==> src/ccp_pkg.sv <==
`default_nettype none
package ccp_pkg;

  localparam int MaxDigitsDefault = 9;
  localparam int QueueDepth = 2;
  localparam logic [7:0] CrcPoly = 8'h31;
  localparam logic [7:0] WsMax = 8'd32;
  localparam logic [7:0] ChPlus = 8'h2b;
  localparam logic [7:0] ChMinus = 8'h2d;

  // classified input word handed from front to back
  typedef struct packed {
    logic [7:0] ch;
    logic       ws;
    logic       hex;
    logic       dec;
    logic       plus;
    logic       minus;
    logic [3:0] hex_val;
  } word_t;

  typedef enum logic [3:0] {
    PH_WAIT   = 4'b0001,
    PH_CODE   = 4'b0010,
    PH_PARAM  = 4'b0100,
    PH_REJECT = 4'b1000
  } phase_t;

  function automatic logic [7:0] crc8_step(input logic [7:0] crc, input logic [7:0] data);
    logic [7:0] r;
    r = crc ^ data;
    for (int k = 0; k < 8; k++) begin
      r = r[7] ? ((r << 1) ^ CrcPoly) : (r << 1);
    end
    return r;
  endfunction

endpackage
`default_nettype wire

==> src/ccp_in_if.sv <==
`default_nettype none
interface ccp_in_if;
  logic       valid;
  logic       ready;
  logic [7:0] byte_in;

  modport source (output valid, output byte_in, input ready);
  modport sink (input valid, input byte_in, output ready);
endinterface
`default_nettype wire

==> src/ccp_out_if.sv <==
`default_nettype none
interface ccp_out_if;
  logic              valid;
  logic              ready;
  logic [7:0]        command_code;
  logic signed [30:0] param_value;
  logic              param_present;

  modport source (output valid, output command_code, output param_value,
                  output param_present, input ready);
  modport sink (input valid, input command_code, input param_value,
                input param_present, output ready);
endinterface
`default_nettype wire

==> src/ccp_front.sv <==
`default_nettype none
module ccp_front
  import ccp_pkg::*;
(
  ccp_in_if.sink bytes,
  output logic  word_valid,
  input  logic  word_ready,
  output word_t word
);

  logic [7:0] c;
  logic       is_dec;
  logic       is_upper;
  logic       is_lower;

  assign c = bytes.byte_in;
  assign is_dec = (c >= 8'h30) && (c <= 8'h39);
  assign is_upper = (c >= 8'h41) && (c <= 8'h46);
  assign is_lower = (c >= 8'h61) && (c <= 8'h66);

  always_comb begin
    word.ch = c;
    word.ws = (c <= WsMax);
    word.dec = is_dec;
    word.hex = is_dec || is_upper || is_lower;
    word.plus = (c == ChPlus);
    word.minus = (c == ChMinus);
    word.hex_val = is_dec ? c[3:0] : c[3:0] + 4'd9;
  end

  assign word_valid = bytes.valid;
  assign bytes.ready = word_ready;

endmodule
`default_nettype wire

==> src/ccp_queue.sv <==
`default_nettype none
module ccp_queue
  import ccp_pkg::*;
(
  input  logic  clk,
  input  logic  rst,
  input  logic  push_valid,
  output logic  push_ready,
  input  word_t push_word,
  output logic  pop_valid,
  input  logic  pop_ready,
  output word_t pop_word
);

  localparam int PtrW = (QueueDepth > 1) ? $clog2(QueueDepth) : 1;
  localparam int CntW = $clog2(QueueDepth + 1);

  word_t            mem [QueueDepth];
  logic [PtrW-1:0]  wr_ptr;
  logic [PtrW-1:0]  rd_ptr;
  logic [CntW-1:0]  count;
  logic             push;
  logic             pop;

  assign push_ready = (count != CntW'(QueueDepth));
  assign pop_valid = (count != '0);
  assign push = push_valid && push_ready;
  assign pop = pop_valid && pop_ready;
  assign pop_word = mem[rd_ptr];

  always_ff @(posedge clk) begin
    if (push) begin
      mem[wr_ptr] <= push_word;
    end
  end

  always_ff @(posedge clk) begin
    if (rst) begin
      wr_ptr <= '0;
      rd_ptr <= '0;
      count <= '0;
    end else begin
      if (push) begin
        wr_ptr <= (wr_ptr == PtrW'(QueueDepth - 1)) ? '0 : wr_ptr + 1'b1;
      end
      if (pop) begin
        rd_ptr <= (rd_ptr == PtrW'(QueueDepth - 1)) ? '0 : rd_ptr + 1'b1;
      end
      if (push && !pop) begin
        count <= count + 1'b1;
      end else if (pop && !push) begin
        count <= count - 1'b1;
      end
    end
  end

endmodule
`default_nettype wire

==> src/ccp_back.sv <==
`default_nettype none
module ccp_back
  import ccp_pkg::*;
#(
  parameter int MAX_DIGITS = MaxDigitsDefault
) (
  input  logic      clk,
  input  logic      rst,
  input  logic      in_valid,
  output logic      in_ready,
  input  word_t     in_word,
  ccp_out_if.source cmds
);

  phase_t      phase, phase_next;
  logic        crc_given, crc_given_next;
  logic [7:0]  crc_exp, crc_exp_next;
  logic [7:0]  crc_run, crc_run_next;
  logic [1:0]  hex_seen, hex_seen_next;
  logic [7:0]  letter, letter_next;
  logic        neg, neg_next;
  logic        sign_seen, sign_seen_next;
  logic [3:0]  digit_count, digit_count_next;
  logic [29:0] magnitude, magnitude_next;

  logic        out_valid;
  logic        take;
  logic        emit;
  logic        clr;
  phase_t      clr_phase;
  logic [33:0] mul10;
  logic [30:0] mag_ext;
  logic [30:0] res_value;

  assign in_ready = !out_valid || cmds.ready;
  assign take = in_valid && in_ready;
  assign mul10 = ({4'b0, magnitude} << 3) + ({4'b0, magnitude} << 1)
                 + {30'b0, in_word.ch[3:0]};
  assign mag_ext = {1'b0, magnitude};

  always_comb begin
    if (digit_count == '0) begin
      res_value = '0;
    end else if (neg) begin
      res_value = 31'(-mag_ext);
    end else begin
      res_value = mag_ext;
    end
  end

  always_comb begin
    phase_next = phase;
    crc_given_next = crc_given;
    crc_exp_next = crc_exp;
    crc_run_next = crc_run;
    hex_seen_next = hex_seen;
    letter_next = letter;
    neg_next = neg;
    sign_seen_next = sign_seen;
    digit_count_next = digit_count;
    magnitude_next = magnitude;
    emit = 1'b0;
    clr = 1'b0;
    clr_phase = PH_REJECT;
    if (take) begin
      case (phase)
        PH_WAIT: begin
          if (!in_word.ws) begin
            if (in_word.hex) begin
              crc_given_next = 1'b1;
              crc_exp_next = {4'b0, in_word.hex_val};
              hex_seen_next = 2'd1;
              phase_next = PH_CODE;
            end else begin
              crc_given_next = 1'b0;
              hex_seen_next = 2'd0;
              crc_run_next = crc8_step(8'h00, in_word.ch);
              letter_next = in_word.ch;
              neg_next = 1'b0;
              sign_seen_next = 1'b0;
              digit_count_next = '0;
              magnitude_next = '0;
              phase_next = PH_PARAM;
            end
          end
        end
        PH_CODE: begin
          if (hex_seen == 2'd1) begin
            if (!in_word.hex) begin
              clr = 1'b1;
            end else begin
              crc_exp_next = {crc_exp[3:0], in_word.hex_val};
              hex_seen_next = 2'd2;
            end
          end else if (in_word.ws || in_word.hex) begin
            clr = 1'b1;
          end else begin
            crc_run_next = crc8_step(8'h00, in_word.ch);
            letter_next = in_word.ch;
            neg_next = 1'b0;
            sign_seen_next = 1'b0;
            digit_count_next = '0;
            magnitude_next = '0;
            phase_next = PH_PARAM;
          end
        end
        PH_PARAM: begin
          if (in_word.ws) begin
            clr = 1'b1;
            if (!(crc_given && (crc_run != crc_exp))) begin
              emit = 1'b1;
              clr_phase = PH_WAIT;
            end
          end else if (!sign_seen && (digit_count == '0)
                       && (in_word.plus || in_word.minus)) begin
            sign_seen_next = 1'b1;
            neg_next = in_word.minus;
            crc_run_next = crc8_step(crc_run, in_word.ch);
          end else if (in_word.dec) begin
            if (digit_count >= 4'(MAX_DIGITS)) begin
              clr = 1'b1;
            end else begin
              magnitude_next = mul10[29:0];
              digit_count_next = digit_count + 4'd1;
              crc_run_next = crc8_step(crc_run, in_word.ch);
            end
          end else begin
            clr = 1'b1;
          end
        end
        PH_REJECT: begin
          if (in_word.ws) begin
            clr = 1'b1;
            clr_phase = PH_WAIT;
          end
        end
        default: begin
          clr = 1'b1;
          clr_phase = PH_WAIT;
        end
      endcase
      if (clr) begin
        phase_next = clr_phase;
        crc_given_next = 1'b0;
        crc_exp_next = '0;
        crc_run_next = '0;
        hex_seen_next = '0;
        letter_next = '0;
        neg_next = 1'b0;
        sign_seen_next = 1'b0;
        digit_count_next = '0;
        magnitude_next = '0;
      end
    end
  end

  always_ff @(posedge clk) begin
    if (rst) begin
      phase <= PH_WAIT;
      crc_given <= 1'b0;
      crc_exp <= '0;
      crc_run <= '0;
      hex_seen <= '0;
      letter <= '0;
      neg <= 1'b0;
      sign_seen <= 1'b0;
      digit_count <= '0;
      magnitude <= '0;
      out_valid <= 1'b0;
    end else begin
      phase <= phase_next;
      crc_given <= crc_given_next;
      crc_exp <= crc_exp_next;
      crc_run <= crc_run_next;
      hex_seen <= hex_seen_next;
      letter <= letter_next;
      neg <= neg_next;
      sign_seen <= sign_seen_next;
      digit_count <= digit_count_next;
      magnitude <= magnitude_next;
      if (take && emit) begin
        out_valid <= 1'b1;
      end else if (cmds.ready) begin
        out_valid <= 1'b0;
      end
    end
  end

  // result register
  always_ff @(posedge clk) begin
    if (take && emit) begin
      cmds.command_code <= letter;
      cmds.param_value <= res_value;
      cmds.param_present <= (digit_count != '0);
    end
  end

  assign cmds.valid = out_valid;

  a_reset_wait: assert property (@(posedge clk) rst |=> (phase == PH_WAIT) && !out_valid)
    else $error("parser not idle after reset");

  a_result_on_ws: assert property (@(posedge clk) disable iff (rst)
    $rose(out_valid) |-> $past(take && in_word.ws && (phase == PH_PARAM)))
    else $error("result without closing whitespace");

  a_absent_zero: assert property (@(posedge clk) disable iff (rst)
    (out_valid && !cmds.param_present) |-> (cmds.param_value == '0))
    else $error("absent parameter with non-zero value");

  a_digit_limit: assert property (@(posedge clk) disable iff (rst)
    digit_count <= 4'(MAX_DIGITS))
    else $error("digit count beyond limit");

  a_code_prefix: assert property (@(posedge clk) disable iff (rst)
    (phase == PH_CODE) |-> (crc_given && (hex_seen != 2'd0)))
    else $error("prefix phase without hex digits");

endmodule
`default_nettype wire

==> src/crc_checked_command_parser.sv <==
// a result is registered: its closing whitespace word passes the queue, then the
// parser loads the result register
// throughput: one word per cycle, set by the parser and crc byte update, except while
// a result waits for the sink; a two-word queue parts the classifier from the parser;
// the result register parts the parser from the sink
// reset: synchronous, clears the queue, the parser state and the result valid
`default_nettype none
module crc_checked_command_parser
  import ccp_pkg::*;
#(
  parameter int MAX_DIGITS = MaxDigitsDefault
) (
  input  logic      clk,
  input  logic      rst,
  ccp_in_if.sink    bytes,
  ccp_out_if.source cmds
);

  word_t front_word;
  logic  front_valid;
  logic  front_ready;
  word_t back_word;
  logic  back_valid;
  logic  back_ready;

  ccp_front u_front (
    .bytes      (bytes),
    .word_valid (front_valid),
    .word_ready (front_ready),
    .word       (front_word)
  );

  ccp_queue u_queue (
    .clk        (clk),
    .rst        (rst),
    .push_valid (front_valid),
    .push_ready (front_ready),
    .push_word  (front_word),
    .pop_valid  (back_valid),
    .pop_ready  (back_ready),
    .pop_word   (back_word)
  );

  ccp_back #(
    .MAX_DIGITS (MAX_DIGITS)
  ) u_back (
    .clk      (clk),
    .rst      (rst),
    .in_valid (back_valid),
    .in_ready (back_ready),
    .in_word  (back_word),
    .cmds     (cmds)
  );

endmodule
`default_nettype wire

==> src/flat_wrapper.sv <==
// flat-port wrapper written by rule: the top's interface ports become plain ports
module crc_checked_command_parser_flat import ccp_pkg::*;
#(
  parameter int MAX_DIGITS = MaxDigitsDefault
)
  (clk, rst, bytes_valid, bytes_byte_in, bytes_ready, cmds_valid, cmds_command_code, cmds_param_value, cmds_param_present, cmds_ready);
  ccp_in_if bytes_i ();
  ccp_out_if cmds_i ();
  input  logic clk;
  input  logic rst;
  input wire logic [$bits(bytes_i.valid)-1:0] bytes_valid;
  input wire logic [$bits(bytes_i.byte_in)-1:0] bytes_byte_in;
  output wire logic [$bits(bytes_i.ready)-1:0] bytes_ready;
  output wire logic [$bits(cmds_i.valid)-1:0] cmds_valid;
  output wire logic [$bits(cmds_i.command_code)-1:0] cmds_command_code;
  output wire logic [$bits(cmds_i.param_value)-1:0] cmds_param_value;
  output wire logic [$bits(cmds_i.param_present)-1:0] cmds_param_present;
  input wire logic [$bits(cmds_i.ready)-1:0] cmds_ready;
  assign bytes_i.valid = bytes_valid;
  assign bytes_i.byte_in = bytes_byte_in;
  assign bytes_ready = bytes_i.ready;
  assign cmds_valid = cmds_i.valid;
  assign cmds_command_code = cmds_i.command_code;
  assign cmds_param_value = cmds_i.param_value;
  assign cmds_param_present = cmds_i.param_present;
  assign cmds_i.ready = cmds_ready;
  crc_checked_command_parser #(.MAX_DIGITS(MAX_DIGITS)) u_core (.clk(clk), .rst(rst), .bytes(bytes_i), .cmds(cmds_i));
endmodule
==> config.mk <==
export PLATFORM = sky130hd
export DESIGN_NAME = crc_checked_command_parser_flat
export DESIGN_NICKNAME = d
export VERILOG_FILES = /design/src/ccp_pkg.sv /design/src/ccp_in_if.sv /design/src/ccp_out_if.sv /design/src/ccp_front.sv /design/src/ccp_queue.sv /design/src/ccp_back.sv /design/src/crc_checked_command_parser.sv /design/src/flat_wrapper.sv
export SDC_FILE = /design/constraint.sdc
export NUM_CORES = 1
export LEC_CHECK = 0
export ABC_AREA = 1
export BUFFER_PORTS_ARGS = -buffer_cell sky130_fd_sc_hd__clkbuf_2
export CAP_MARGIN = 20
export CORE_AREA = 2 2 129 131
export DETAILED_ROUTE_END_ITERATION = 16
export DIE_AREA = 0 0 131 133
export GPL_TIMING_DRIVEN = 0
export HOLD_SLACK_MARGIN = 0.12
export PLACE_DENSITY = 0.82
export SYNTH_ARGS = -nofsm -noshare
export SYNTH_HDL_FRONTEND = slang
export SYNTH_SLANG_ARGS = --single-unit
export TNS_END_PERCENT = 30
==> constraint.sdc <==
create_clock -name clk -period 6 [get_ports clk]
set_input_delay 0.3 -clock clk [delete_from_list [all_inputs] [get_ports clk]]
set_output_delay 0.3 -clock clk [all_outputs]
set_load 0.02 [all_outputs]
==> flow_summary.ini <==
[outcome]
status = completed

[global_routing]
grt_pass1_vias = 9262
grt_pass1_wl_mm = 44.06
track_usage_pct = 32.32
overflow = 0
grt_busiest_layer = met2
antenna_found_initial = 0
met3_usage_pct = 5.580
grt_max_degree = 30
use_met1_pct = 36.63
met2_usage_pct = 56.71

[timing]
fin_crit_ns = 3.513
setup_tns_ns = 0
worst_hold_slack_ns = 0.1326
finalCritPeriodShare_pct = 58.55
hold_viol = 0
final.setup_skew_ns = 0.01262
final_max_slew_viol_count = 0
rsz0062_at_grt = no
fmax_mhz = 284.6
tightest_slew_ns = 1.003
setup_viol = 0
slew_headroom_pct = 32.51
worst_slack_ns = 2.487

[worst_setup_path]
critical_path.max_stage_delay_ns = 0.49
critPathRequiredTime_ns = 6.34
cp_max_fo = 10
critPathKind = flip-flop to flip-flop
arrival_ns = 3.86
reg2reg_to = u_core.u_back.magnitude[28]
reg2regPathDepth = 20
crit_cells = 20
slowest_stage = fa_1
regToRegSetupSlack_ns = 2.49
path_cells = buf_6 -> buf_6 -> buf_6 -> nand2_1 -> nand2_2 -> fa_1 -> fa_1 -> inv_1 -> nand3_1 -> nand3_1 -> nand2_1 -> nand2_1 -> nand2_1 -> nand2_1 -> nand2_1 -> nand3_1 -> nand3_1 -> nor2_1 -> nand2_1 -> a21oi_1
critPathCaptureType = flip-flop
cpLargestDelayFamily = simple AND/OR/NAND/NOR gates
critPathCapture = u_core.u_back.magnitude[28]
crit_top_cell = nand2_1
cp_num_buf_inv = 4
worstSetupStartpointType = flip-flop

[floorplan]
initial_utilization_pct = 62.83
core_area_mm2 = 0.01617
rows = 47
die_y_um = 133
dieWidth_um = 131
die_area_mm2 = 0.01742
io_pins = 54

[place]
gp_congestion = 0.9658
dpl_worst_slack_ns = 2.531
port_buffers = 53
dp_hpwl_mm = 21.13

[routing]
avgViaCountPerCell = 5.676
totalWireLength_mm = 27.20
drt_iter0_markers = 866
vias = 9955
avgRoutedWirePerCell_um = 15.51
drtAntennaViolNets = 0
first_pass_iters = 6
drc = 0

[cts]
cts_buffers = 17
clkTransAtPathRegs_ns = 0.06
clk_latency_ns = 0.43
root_buffer = clkbuf_16
cts_setup_buffers = 0
htreeDepth = 4
cts_sinks = 147
cts_tree = done
clk_path_buf_depth = 2

[power_and_ir_drop]
p_leak_nw = 5.265
combinationalPowerShare_pct = 45.2
pwr-share-seq_pct = 29.9
swShare_pct = 42.83
powerDensity_mw_per_mm2 = 370.5
ir_drop_uv = 308.6
p_int_mw = 2.410
p_sw_mw = 1.805
clkPwrFrac_pct = 24.9

[yosys]
ys_ff_latch = 147
synth_area_leader_cell = edfxtp_1
ys_warn_count = 0
netlist_top_cells_count = nand2_1, inv_1, nor2_1
ys.flop_type = edfxtp_1
synth_most_common_cell = nand2_1
synth.net_count = 1520
avgSynthCellArea_um2 = 7.042
async_flop_share_pct = 0
synth_edf_count = 74
synth_seq_area_share_pct = 36.25
netlist.area_leader.share_pct = 21.87
syn-instance-count = 1443
synth.distinct_cells = 49
netlist_area_mm2 = 0.01016
synth_area_leaders = edfxtp_1, nand2_1, dfxtp_1

[worst_hold_path]
hold_path.class = input pin to flip-flop

[cells_and_area]
area_growth_pct = 11.98
drive_gt1_share_pct = 10.69
finalNetCount = 1598
antenna_cells = 0

[flow_run]
max_cap_violations = 0
## worst reg2reg max path: cells and delay by family (launching register included)
kind,cells,cell delay [ns]
AO/OA/AOI/OAI,1,0.12
flip-flops,1,0.32
adder cells (fa/ha/maj),2,0.96
buffers and inverters,4,0.56
AND/OR/NAND/NOR,13,1.47
## state kept, by name, indices dropped and copies added (netlist names), named ones only
signal and cells:
u_core.u_back.digit_count 4, u_core.u_back.cmds.param_value 31, u_core.u_back.crc_exp 8, u_core.u_back.cmds.command_code 8, u_core.u_back.crc_given 1, u_core.u_queue.count 2
u_core.u_back.hex_seen 2, u_core.u_back.neg 1, u_core.u_back.phase 4, u_core.u_queue.rd_ptr 1, u_core.u_queue.mem 34, u_core.u_back.cmds.param_present 1
u_core.u_queue.wr_ptr 1, u_core.u_back.cmds.valid 1, u_core.u_back.sign_seen 1, u_core.u_back.magnitude 30, u_core.u_back.letter 8, u_core.u_back.crc_run 8
## through the flow
step	instance area (um^2)	power [mW]	utilization [%]	std cells
2_1_floorplan	10160	2.686	-	1443
3_3_place_gp	10700	3.089	66.17	1716
3_5_place_dp	10740	3.137	66.44	1719
4_1_cts	11380	4.189	70.36	1754
5_1_grt	11380	4.485	70.36	1754
6_report	11380	4.216	70.36	1754
## worst min-delay path by stage
stage | from | endpoint | slack, ns | cells past startpoint
2_1_floorplan | bytes_byte_in[1] | u_core.u_queue.mem[0][10] | 0.40 | 0
3_3_place_gp | u_core.u_back.letter[4] | u_core.u_back.cmds.command_code[4] | 0.42 | 0
3_5_place_dp | u_core.u_back.letter[4] | u_core.u_back.cmds.command_code[4] | 0.42 | 0
4_1_cts | bytes_byte_in[6] | u_core.u_queue.mem[0][15] | 0.12 | 1
5_1_grt | bytes_byte_in[1] | u_core.u_queue.mem[1][10] | 0.12 | 1
6_report | bytes_byte_in[1] | u_core.u_queue.mem[1][10] | 0.13 | 1
## placed cells by master (no fill, tap or decap), types with 4 or more instances in the layout
| master | instances |
|---|---|
| nand2_2 | 17 |
| ha_1 | 63 |
| buf_4 | 7 |
| xnor2_1 | 11 |
| clkinv_4 | 5 |
| inv_1 | 149 |
| nor2_4 | 4 |
| clkbuf_16 | 20 |
| a21oi_1 | 122 |
| inv_2 | 7 |
| buf_6 | 6 |
| edfxtp_1 | 74 |
| dfxtp_1 | 73 |
| a21oi_2 | 11 |
| o21ai_1 | 5 |
| or2_2 | 8 |
| o21bai_1 | 6 |
| nand3_1 | 104 |
| nor3_1 | 32 |
| nor4_1 | 8 |
| nand4_1 | 22 |
| xor2_1 | 16 |
| nor2_1 | 146 |
| nand2_1 | 437 |
| o21ai_0 | 54 |
| clkbuf_2 | 53 |
| clkbuf_1 | 22 |
## power groups by stage
stage | clock network [mW] | logic (mW) | registers, mW
3_3_place_gp | 0 | 1.81 | 1.28
4_1_cts | 1.06 | 1.87 | 1.26
3_5_place_dp | 0 | 1.86 | 1.28
6_report | 1.05 | 1.91 | 1.26
5_1_grt | 1.09 | 2.12 | 1.27
2_1_floorplan | 0 | 1.42 | 1.26
## area by class of cell
type,count,area [um^2]
clock buffers,24,545.5
inverters,159,604.3
well taps,220,275.3
fillers,1357,4793
plain buffers,38,220.2
flip-flops and latches,147,3684
multi-input cells,1099,5660
repair buffers,59,330.3
clock inverters,8,58.81
## layer usage
| metal | vias to the layer above | share of wire (%) | wire length [um] |
|---|---|---|---|
| met4 | 0 | 5.7 | 1564 |
| met3 | 115 | 4.8 | 1308 |
| li1 | 4918 | - | - |
| met1 | 4522 | 39 | 10540 |
| met5 | - | 0 | 0 |
| met2 | 400 | 51 | 13790 |
## repair_timing
| item | CTS | global route |
|---|---|---|
| gates resized for setup | 0 | 0 |
| hold endpoints to repair | 5 | 0 |
| endpoints found under the setup margin | 0 | 0 |
| hold buffers | 3 | 0 |
## kinds of logic (layout without fill, tap and decap cells)
kind of cell | Yosys count | after routing | synth area share (%)
simple gates | 797 | 797 | 33.81
buf+inv | 197 | 288 | 8.115
flops | 147 | 147 | 36.25
xor+xnor | 27 | 27 | 2.327
fa+ha+maj | 65 | 65 | 8.152
compound gates | 210 | 210 | 11.34
Note: power is estimated with default switching activity, not from simulation.
